--- src/rtl/core/tos_pkg.sv ---
// types, option codes and helpers shared by the tcp option serializer
`default_nettype none
package tos_pkg;

	localparam int IN_DATA_W  = 160;
	localparam int OUT_DATA_W = 16;

	localparam logic [7:0] KIND_EOL     = 8'd0;
	localparam logic [7:0] KIND_NOP     = 8'd1;
	localparam logic [7:0] KIND_MSS     = 8'd2;
	localparam logic [7:0] KIND_WSCALE  = 8'd3;
	localparam logic [7:0] KIND_SACK_OK = 8'd4;
	localparam logic [7:0] KIND_SACK    = 8'd5;
	localparam logic [7:0] KIND_TS      = 8'd8;
	localparam logic [7:0] LEN_MSS      = 8'd4;
	localparam logic [7:0] LEN_WSCALE   = 8'd3;
	localparam logic [7:0] LEN_SACK_OK  = 8'd2;
	localparam logic [7:0] LEN_TS       = 8'd10;

	localparam logic [3:0] LAST_SUB_MSS  = 4'd3;
	localparam logic [3:0] LAST_SUB_WS   = 4'd2;
	localparam logic [3:0] LAST_SUB_SOK  = 4'd1;
	localparam logic [3:0] LAST_SUB_TS   = 4'd9;
	localparam logic [3:0] LAST_SUB_SACK = 4'd1;
	localparam logic [3:0] LAST_SUB_BLK  = 4'd7;

	localparam logic OP_HEADER = 1'b0;
	localparam logic OP_BLOCK  = 1'b1;

	typedef enum logic [6:0] {
		SEG_MSS  = 7'b0000001,
		SEG_WS   = 7'b0000010,
		SEG_SOK  = 7'b0000100,
		SEG_TS   = 7'b0001000,
		SEG_SACK = 7'b0010000,
		SEG_BLK  = 7'b0100000,
		SEG_PAD  = 7'b1000000
	} seg_t;

	typedef struct packed {
		logic [7:0] option_byte;
		logic       last_byte;
		logic [5:0] options_length;
	} result_t;

	function automatic logic [7:0] be_byte(input logic [31:0] word, input logic [1:0] idx);
		logic [7:0] b;
		b = word[31 - 8 * idx -: 8];
		return b;
	endfunction

endpackage
`default_nettype wire

--- src/rtl/core/tos_seq.sv ---
// item register and byte sequencer of the tcp option serializer
`default_nettype none
module tos_seq #(
	parameter int MAX_SACK_BLOCKS = 3
) (
	input  wire logic                         clk,
	input  wire logic                         arst_n,
	input  wire logic                         s_tvalid,
	output logic                              s_tready,
	input  wire logic                         s_tuser,
	input  wire logic [tos_pkg::IN_DATA_W-1:0] s_tdata,
	output logic                              res_valid,
	input  wire logic                         res_ready,
	output tos_pkg::result_t                  res
);
	import tos_pkg::*;

	logic        in_mss_p, in_ws_p, in_sok_p, in_ts_p;
	logic [15:0] in_mss;
	logic [7:0]  in_ws;
	logic [31:0] in_tsv, in_tse, in_bstart, in_bend;
	logic [2:0]  in_count, n_sat;

	logic [5:0]  flag_q;
	logic        pad_q, pad_first_q;
	logic [3:0]  sub_q;
	logic [5:0]  len_q;
	logic [2:0]  pend_q, sackn_q;
	logic [15:0] mss_q;
	logic [7:0]  ws_q;
	logic [31:0] tsv_q, tse_q, bstart_q, bend_q;

	logic [5:0]  cur_flag;
	logic        flag_none;
	seg_t        cur_seg;
	logic        active, seg_done, final_byte, emit, accept;
	logic [5:0]  new_len;
	logic [7:0]  byte_val;

	assign in_mss_p  = s_tdata[0];
	assign in_ws_p   = s_tdata[1];
	assign in_sok_p  = s_tdata[2];
	assign in_ts_p   = s_tdata[3];
	assign in_mss    = s_tdata[19:4];
	assign in_ws     = s_tdata[27:20];
	assign in_tsv    = s_tdata[59:28];
	assign in_tse    = s_tdata[91:60];
	assign in_count  = s_tdata[94:92];
	assign in_bstart = s_tdata[126:95];
	assign in_bend   = s_tdata[158:127];

	assign n_sat = (in_count > 3'(MAX_SACK_BLOCKS)) ? 3'(MAX_SACK_BLOCKS) : in_count;

	// lowest set flag is the option being sent, padding once none are left
	assign cur_flag  = flag_q & (~flag_q + 6'd1);
	assign flag_none = (flag_q == 6'd0);
	assign cur_seg   = seg_t'({flag_none, cur_flag});
	assign new_len   = len_q + 6'd1;
	assign active    = !flag_none || (pad_q && (len_q[1:0] != 2'b00));

	always_comb begin
		seg_done = 1'b0;
		byte_val = KIND_NOP;
		unique case (cur_seg)
			SEG_MSS: begin
				seg_done = (sub_q == LAST_SUB_MSS);
				byte_val = (sub_q == 4'd0) ? KIND_MSS :
				           (sub_q == 4'd1) ? LEN_MSS :
				           (sub_q == 4'd2) ? mss_q[15:8] : mss_q[7:0];
			end
			SEG_WS: begin
				seg_done = (sub_q == LAST_SUB_WS);
				byte_val = (sub_q == 4'd0) ? KIND_WSCALE :
				           (sub_q == 4'd1) ? LEN_WSCALE : ws_q;
			end
			SEG_SOK: begin
				seg_done = (sub_q == LAST_SUB_SOK);
				byte_val = (sub_q == 4'd0) ? KIND_SACK_OK : LEN_SACK_OK;
			end
			SEG_TS: begin
				seg_done = (sub_q == LAST_SUB_TS);
				if (sub_q == 4'd0) begin
					byte_val = KIND_TS;
				end else if (sub_q == 4'd1) begin
					byte_val = LEN_TS;
				end else if (sub_q < 4'd6) begin
					byte_val = be_byte(tsv_q, 2'(sub_q - 4'd2));
				end else begin
					byte_val = be_byte(tse_q, 2'(sub_q - 4'd6));
				end
			end
			SEG_SACK: begin
				seg_done = (sub_q == LAST_SUB_SACK);
				byte_val = (sub_q == 4'd0) ? KIND_SACK : {2'b00, sackn_q, 3'b010};
			end
			SEG_BLK: begin
				seg_done = (sub_q == LAST_SUB_BLK);
				byte_val = sub_q[2] ? be_byte(bend_q, sub_q[1:0]) : be_byte(bstart_q, sub_q[1:0]);
			end
			SEG_PAD: begin
				seg_done = 1'b0;
				byte_val = pad_first_q ? KIND_EOL : KIND_NOP;
			end
			default: begin
				seg_done = 1'b0;
				byte_val = KIND_NOP;
			end
		endcase
	end

	assign final_byte = (flag_none || (seg_done && ((flag_q & ~cur_flag) == 6'd0)))
	                    && (!pad_q || (new_len[1:0] == 2'b00));

	assign emit      = active && res_ready;
	assign s_tready  = !active || (res_ready && final_byte);
	assign accept    = s_tvalid && s_tready;
	assign res_valid = active;

	assign res.option_byte    = byte_val;
	assign res.last_byte      = final_byte && pad_q;
	assign res.options_length = new_len;

	always_ff @(posedge clk or negedge arst_n) begin
		if (!arst_n) begin
			flag_q      <= 6'd0;
			pad_q       <= 1'b0;
			pad_first_q <= 1'b0;
			sub_q       <= 4'd0;
			len_q       <= 6'd0;
			pend_q      <= 3'd0;
			sackn_q     <= 3'd0;
		end else if (accept) begin
			sub_q       <= 4'd0;
			pad_first_q <= 1'b1;
			if (s_tuser == OP_HEADER) begin
				flag_q  <= {1'b0, n_sat != 3'd0, in_ts_p, in_sok_p, in_ws_p, in_mss_p};
				pad_q   <= (n_sat == 3'd0);
				pend_q  <= n_sat;
				sackn_q <= n_sat;
				len_q   <= 6'd0;
			end else begin
				len_q <= emit ? new_len : len_q;
				if (pend_q != 3'd0) begin
					flag_q <= 6'b100000;
					pad_q  <= (pend_q == 3'd1);
					pend_q <= pend_q - 3'd1;
				end else begin
					flag_q <= 6'd0;
					pad_q  <= 1'b0;
				end
			end
		end else if (emit) begin
			len_q <= new_len;
			if (cur_seg == SEG_PAD) begin
				pad_first_q <= 1'b0;
			end else if (seg_done) begin
				flag_q <= flag_q & ~cur_flag;
				sub_q  <= 4'd0;
			end else begin
				sub_q <= sub_q + 4'd1;
			end
		end
	end

	always_ff @(posedge clk) begin
		if (accept) begin
			mss_q    <= in_mss;
			ws_q     <= in_ws;
			tsv_q    <= in_tsv;
			tse_q    <= in_tse;
			bstart_q <= in_bstart;
			bend_q   <= in_bend;
		end
	end

endmodule
`default_nettype wire

--- src/rtl/core/tos_out.sv ---
// output register of the tcp option serializer
`default_nettype none
module tos_out (
	input  wire logic                          clk,
	input  wire logic                          arst_n,
	input  wire logic                          in_valid,
	output logic                               in_ready,
	input  wire tos_pkg::result_t              in_res,
	output logic                               m_tvalid,
	input  wire logic                          m_tready,
	output logic [tos_pkg::OUT_DATA_W-1:0]     m_tdata,
	output logic                               m_tlast
);
	import tos_pkg::*;

	logic    valid_q;
	result_t res_q;

	assign in_ready = !valid_q || m_tready;

	always_ff @(posedge clk or negedge arst_n) begin
		if (!arst_n) begin
			valid_q <= 1'b0;
		end else if (in_ready) begin
			valid_q <= in_valid;
		end
	end

	always_ff @(posedge clk) begin
		if (in_ready && in_valid) begin
			res_q <= in_res;
		end
	end

	assign m_tvalid = valid_q;
	assign m_tdata  = {2'b00, res_q.options_length, res_q.option_byte};
	assign m_tlast  = res_q.last_byte;

endmodule
`default_nettype wire

--- src/rtl/core/tcp_option_serializer.sv ---
// top level of the tcp option serializer
//
// channel  dir  fields
// s_*      in   tuser: operation; tdata: option set header or sack block item
// m_*      out  tdata: option byte and running length; tlast: final byte of area
//
// one output byte per cycle from the byte sequencer while m_tready does not stall it
// s_tready is high while the sequencer is idle or sends an item's final byte
// arst_n clears pending blocks, running length and the output register
// a low m_tready holds the output byte and stalls the sequencer
`default_nettype none
module tcp_option_serializer #(
	parameter int MAX_SACK_BLOCKS = 3
) (
	input  wire logic                           clk,
	input  wire logic                           arst_n,
	input  wire logic                           s_tvalid,
	output logic                                s_tready,
	// operation
	input  wire logic                           s_tuser,
	// mss_present, wscale_present, sack_permitted_present, timestamp_present,
	// mss_value, wscale_value, ts_value, ts_echo, sack_count, block_start, block_end
	input  wire logic [tos_pkg::IN_DATA_W-1:0]  s_tdata,
	output logic                                m_tvalid,
	input  wire logic                           m_tready,
	// option_byte, options_length
	output logic [tos_pkg::OUT_DATA_W-1:0]      m_tdata,
	// last_byte
	output logic                                m_tlast
);
	import tos_pkg::*;

	logic    res_valid, res_ready;
	result_t res;

	tos_seq #(
		.MAX_SACK_BLOCKS(MAX_SACK_BLOCKS)
	) u_seq (
		.clk      (clk),
		.arst_n   (arst_n),
		.s_tvalid (s_tvalid),
		.s_tready (s_tready),
		.s_tuser  (s_tuser),
		.s_tdata  (s_tdata),
		.res_valid(res_valid),
		.res_ready(res_ready),
		.res      (res)
	);

	tos_out u_out (
		.clk     (clk),
		.arst_n  (arst_n),
		.in_valid(res_valid),
		.in_ready(res_ready),
		.in_res  (res),
		.m_tvalid(m_tvalid),
		.m_tready(m_tready),
		.m_tdata (m_tdata),
		.m_tlast (m_tlast)
	);

	// padded area always ends on a word boundary
	a_last_aligned: assert property (@(posedge clk) disable iff (!arst_n)
		m_tvalid && m_tlast |-> m_tdata[9:8] == 2'b00)
		else $error("option area not word aligned at last byte");

	a_len_bound: assert property (@(posedge clk) disable iff (!arst_n)
		m_tvalid |-> m_tdata[13:8] <= 6'd56 && m_tdata[13:8] != 6'd0)
		else $error("option length out of range");

	// a byte offered by the sequencer is taken into the output register
	a_res_taken: assert property (@(posedge clk) disable iff (!arst_n)
		res_valid && res_ready |=> m_tvalid && m_tdata[7:0] == $past(res.option_byte))
		else $error("sequencer byte lost");

	a_no_accept_mid: assert property (@(posedge clk) disable iff (!arst_n)
		res_valid && !res_ready |-> !s_tready)
		else $error("request accepted while a byte is stalled");

endmodule
`default_nettype wire

--- config.mk ---
export PLATFORM = sky130hd
export DESIGN_NAME = tcp_option_serializer
export DESIGN_NICKNAME = d
export VERILOG_FILES = /design/src/rtl/core/tos_pkg.sv /design/src/rtl/core/tos_seq.sv /design/src/rtl/core/tos_out.sv /design/src/rtl/core/tcp_option_serializer.sv
export SDC_FILE = /design/constraint.sdc
export NUM_CORES = 1
export LEC_CHECK = 0
export BUFFER_PORTS_ARGS = -buffer_cell sky130_fd_sc_hd__clkbuf_2
export CAP_MARGIN = 0
export CORE_ASPECT_RATIO = 2
export CORE_MARGIN = 2
export CORE_UTILIZATION = 50
export CTS_CLUSTER_DIAMETER = 30
export DETAILED_ROUTE_END_ITERATION = 7
export HOLD_SLACK_MARGIN = 0.06
export PLACE_DENSITY = 0.75
export SLEW_MARGIN = 20
export SYNTH_ARGS = -nofsm -noshare
export SYNTH_HDL_FRONTEND = slang
export SYNTH_SLANG_ARGS = --single-unit
--- constraint.sdc ---
create_clock -name clk -period 5.55 [get_ports clk]
set_input_delay 0.2775 -clock clk [delete_from_list [all_inputs] [get_ports clk]]
set_output_delay 0.2775 -clock clk [all_outputs]
set_load 0.02 [all_outputs]
==> impl_metrics.yaml <==
placed_design:
  place.gp.congestion: 0.931
  place_hpwl_um: 13200
  pre_cts_ws_ps: 1710
  portBuffers: 180
floorplanning:
  rows: 65
  io_pins: 184
  die_h_um: 183
  core-area_mm2: 0.0157
  start_util: 0.508
  die_width_um: 93.3
  die-area_mm2: 0.0171
finish:
  final_nets: 986
  drive_above_1_share: 0.316
  syn2layout_area_growth_pct: 41.2
  nFillCells: 929
worst_setup_path:
  cp.required_ps: 5680
  crit_fanout: 99
  critPathKind: "flip-flop to flip-flop"
  crit_start: "u_seq.flag_q[0]$_DFFE_PN0P_"
  cp.arrival_ps: 4020
  end_kind: "flip-flop"
  rr_startpoint: "u_seq.flag_q[0]$_DFFE_PN0P_"
  start_kind: "flip-flop"
sta:
  fmax_mhz: 257
  fin_crit_sh: 0.702
  setup_viol: 0
  fin_crit_ps: 3900
  max_slew_margin: 0.371
  slew_viol_final: 0
  setup_tns_ps: 0
  worst_pin_slew_ps: 944
  setup_slack_ps: 1650
  fin_skew_ps: 8.78
  finalHoldViolCount: 0
  grt_setup_unrepaired: "no"
global_route:
  grt.total_usage: 0.272
  grt_pass1_vias: 6146
  overflow: 0
  grt_pass1_wl_um: 33500
  antenna_found_initial: 3
  grt_max_degree: 100
yosys:
  syn_area_mm2: 0.00798
  synth_edf_count: 167
  yosysTopAreaCell: "edfxtp_1"
  ys_async_sr_fraction: 0.130
  synthXorXnorAreaFrac: 0.00988
  synth_top_family_by_area: "multiplexers"
  synth_ff_type: "edfxtp_1"
  synth.area.top_cells: "edfxtp_1 63%, mux4_2 9.0%, dfrtp_1 7.8%"
  synthSimpleGateAreaFrac: 0.0630
  ys_ff_latch: 192
  yosysWarnings: 0
  muxShareOfSynthArea: 0.116
  synth_fa_ha_area_frac: 0.0154
  synth_cell_types: 63
  syn_area_per_cell_um2: 16.8
  synth_top_area_share: 0.628
  ys_seq_area_frac: 0.707
  synth_compound_area_frac: 0.0682
  syn_inst: 475
detailed_routing:
  post_drt_wl_per_cell_um: 21.9
  viasPerCell: 5.55
  wl_um: 22600
  dr.pass1.iters: 6
  drt_iter0_markers: 554
  num_vias: 5720
  antenna_left: 0
  drc: 0
clock_network:
  cts_tree: "yes"
  cts_buffers: 17
  cts_buffer_depth: 2
  path_clk_slew_ps: 70
  clock_latency_ps: 440
  root_buffer: "clkbuf_16"
  h-tree-depth: 4
  cts_sinks: 192
status:
  status: "finished, final reports clean"
worst_hold_path:
  hp-start: "s_tdata[1]"
  hold_class: "input pin to flip-flop"
flow_run:
  cap_violations: 0
power:
  p_leak_nw: 4.34
  p_total_mw: 4.54
  ir_worst_vdd_v: 0.000355
  p_per_area_mw_per_mm2: 403
[registers in the layout, indices dropped and copies added, names as in the netlist, 8 cells and up]
| register | cells |
|---|---|
| u_seq.bend_q | 32 |
| u_seq.bstart_q | 32 |
| u_seq.tse_q | 32 |
| u_seq.tsv_q | 32 |
| u_seq.mss_q | 16 |
| u_out.m_tdata | 14 |
| u_seq.ws_q | 8 |
[metal layers]
| layer | share of wire | global-route usage |
|---|---|---|
| met1 | 0.32 | 0.287 |
| met2 | 0.57 | 0.496 |
| met3 | 0.058 | 0.0512 |
| met5 | 0 | 0 |
| met4 | 0.047 | 0.147 |
[kinds of logic after synthesis]
| family | after synthesis |
|---|---|
| multiplexers | 52 |
| flip-flops | 192 |
| other | 1 |
| adder cells (fa/ha/maj) | 10 |
| AO/OA/AOI/OAI | 75 |
| XOR/XNOR | 9 |
| AND/OR/NAND/NOR | 99 |
| buffers and inverters | 37 |
[synthesized netlist by cell type, types with 3 or more instances]
| master | n |
|---|---|
| nor2b_1 | 8 |
| o21ai_0 | 13 |
| buf_1 | 3 |
| o22a_1 | 3 |
| nor3_1 | 5 |
| clkbuf_1 | 10 |
| a21oi_1 | 13 |
| xnor2_1 | 5 |
| ha_1 | 9 |
| buf_4 | 3 |
| o211ai_1 | 4 |
| mux4_2 | 32 |
| dfrtp_1 | 25 |
| nand3_1 | 10 |
| a31oi_1 | 6 |
| and2_1 | 3 |
| buf_2 | 6 |
| mux2i_1 | 18 |
| nor2_1 | 22 |
| and3_1 | 4 |
| xor2_1 | 4 |
| o21a_1 | 3 |
| inv_1 | 12 |
| o221ai_1 | 4 |
| or2_2 | 3 |
| o31ai_1 | 3 |
| o21ai_1 | 5 |
| nand2_1 | 29 |
| edfxtp_1 | 167 |
[worst max-delay path: stages, from the launching register on]
cell,delay [ps]
dfrtp_1,550
nor4_2,560
nand3b_2,350
a2111oi_4,550
o21ai_2,190
and2_1,330
inv_6,640
buf_4,370
[path summary, 6_finish.rpt]
| kind | end | slack [ps] | depth (start not counted) |
|---|---|---|---|
| max | u_seq.tse_q[24]$_DFFE_PN_ | 1650 | 7 |
| max in group asynchronous | u_seq.sub_q[0]$_DFFE_PN0P_ | 4620 | 2 |
| min | u_seq.flag_q[1]$_DFFE_PN0P_ | 70 | 2 |
| min in group asynchronous | u_seq.pend_q[1]$_DFFE_PN0P_ | 420 | 2 |
| min reg2reg | u_seq.sackn_q[0]$_DFFE_PN0P_ | 500 | 1 |
| max reg2reg | u_seq.tse_q[24]$_DFFE_PN_ | 1650 | 7 |
[where the power goes]
| group | internal [mW] | total, mW | leakage [nW] | switching [mW] |
|---|---|---|---|---|
| Sequential | 1.80 | 1.98 | 1.83 | 0.178 |
| Clock | 0.759 | 1.30 | 0.301 | 0.545 |
| Combinational | 0.573 | 1.25 | 2.22 | 0.680 |
| Total | 3.14 | 4.54 | 4.34 | 1.40 |
[cells in the final DEF (no fill, tap or decap), types with 6 or more instances in the layout]
| cell | count |
|---|---|
| clkbuf_16 | 17 |
| mux2i_1 | 18 |
| edfxtp_1 | 167 |
| nor2_1 | 22 |
| mux4_2 | 32 |
| o21ai_0 | 13 |
| clkbuf_2 | 180 |
| a31oi_1 | 6 |
| a21oi_1 | 12 |
| nand3_1 | 10 |
| dlygate4sd3_1 | 153 |
| inv_1 | 12 |
| buf_4 | 6 |
| ha_1 | 9 |
| dfrtp_1 | 24 |
| nor2b_1 | 8 |
| nand2_1 | 29 |
[through the flow]
| step | util | instance area (um2) | hold slack (ps) | cells |
|---|---|---|---|---|
| 2_1_floorplan | - | 7990 | -18.1 | 476 |
| 3_3_place_gp | 0.580 | 9100 | 337 | 841 |
| 3_5_place_dp | 0.580 | 9100 | 358 | 841 |
| 4_1_cts | 0.717 | 11200 | 60.1 | 1026 |
| 5_1_grt | 0.718 | 11300 | 66.0 | 1029 |
| 6_report | 0.718 | 11300 | 70.2 | 1031 |
[area by class of cell]
cell class,count,area (um2),area share
well taps,201,251,0.0223
repair buffers,340,2500,0.222
diodes,5,12.5,0.00111
inverters,14,57.6,0.00511
clock inverters,12,181,0.0161
clock buffers,20,437,0.0387
flip-flops and latches,192,5640,0.501
multi-input cells,247,2190,0.194
[what timing repair did]
action,CTS,global route
endpoints found under the hold margin,177,0
buffers inserted,0,0
hold buffers,153,0
gates resized for setup,0,0
Note: power is estimated with default switching activity, not from simulation.
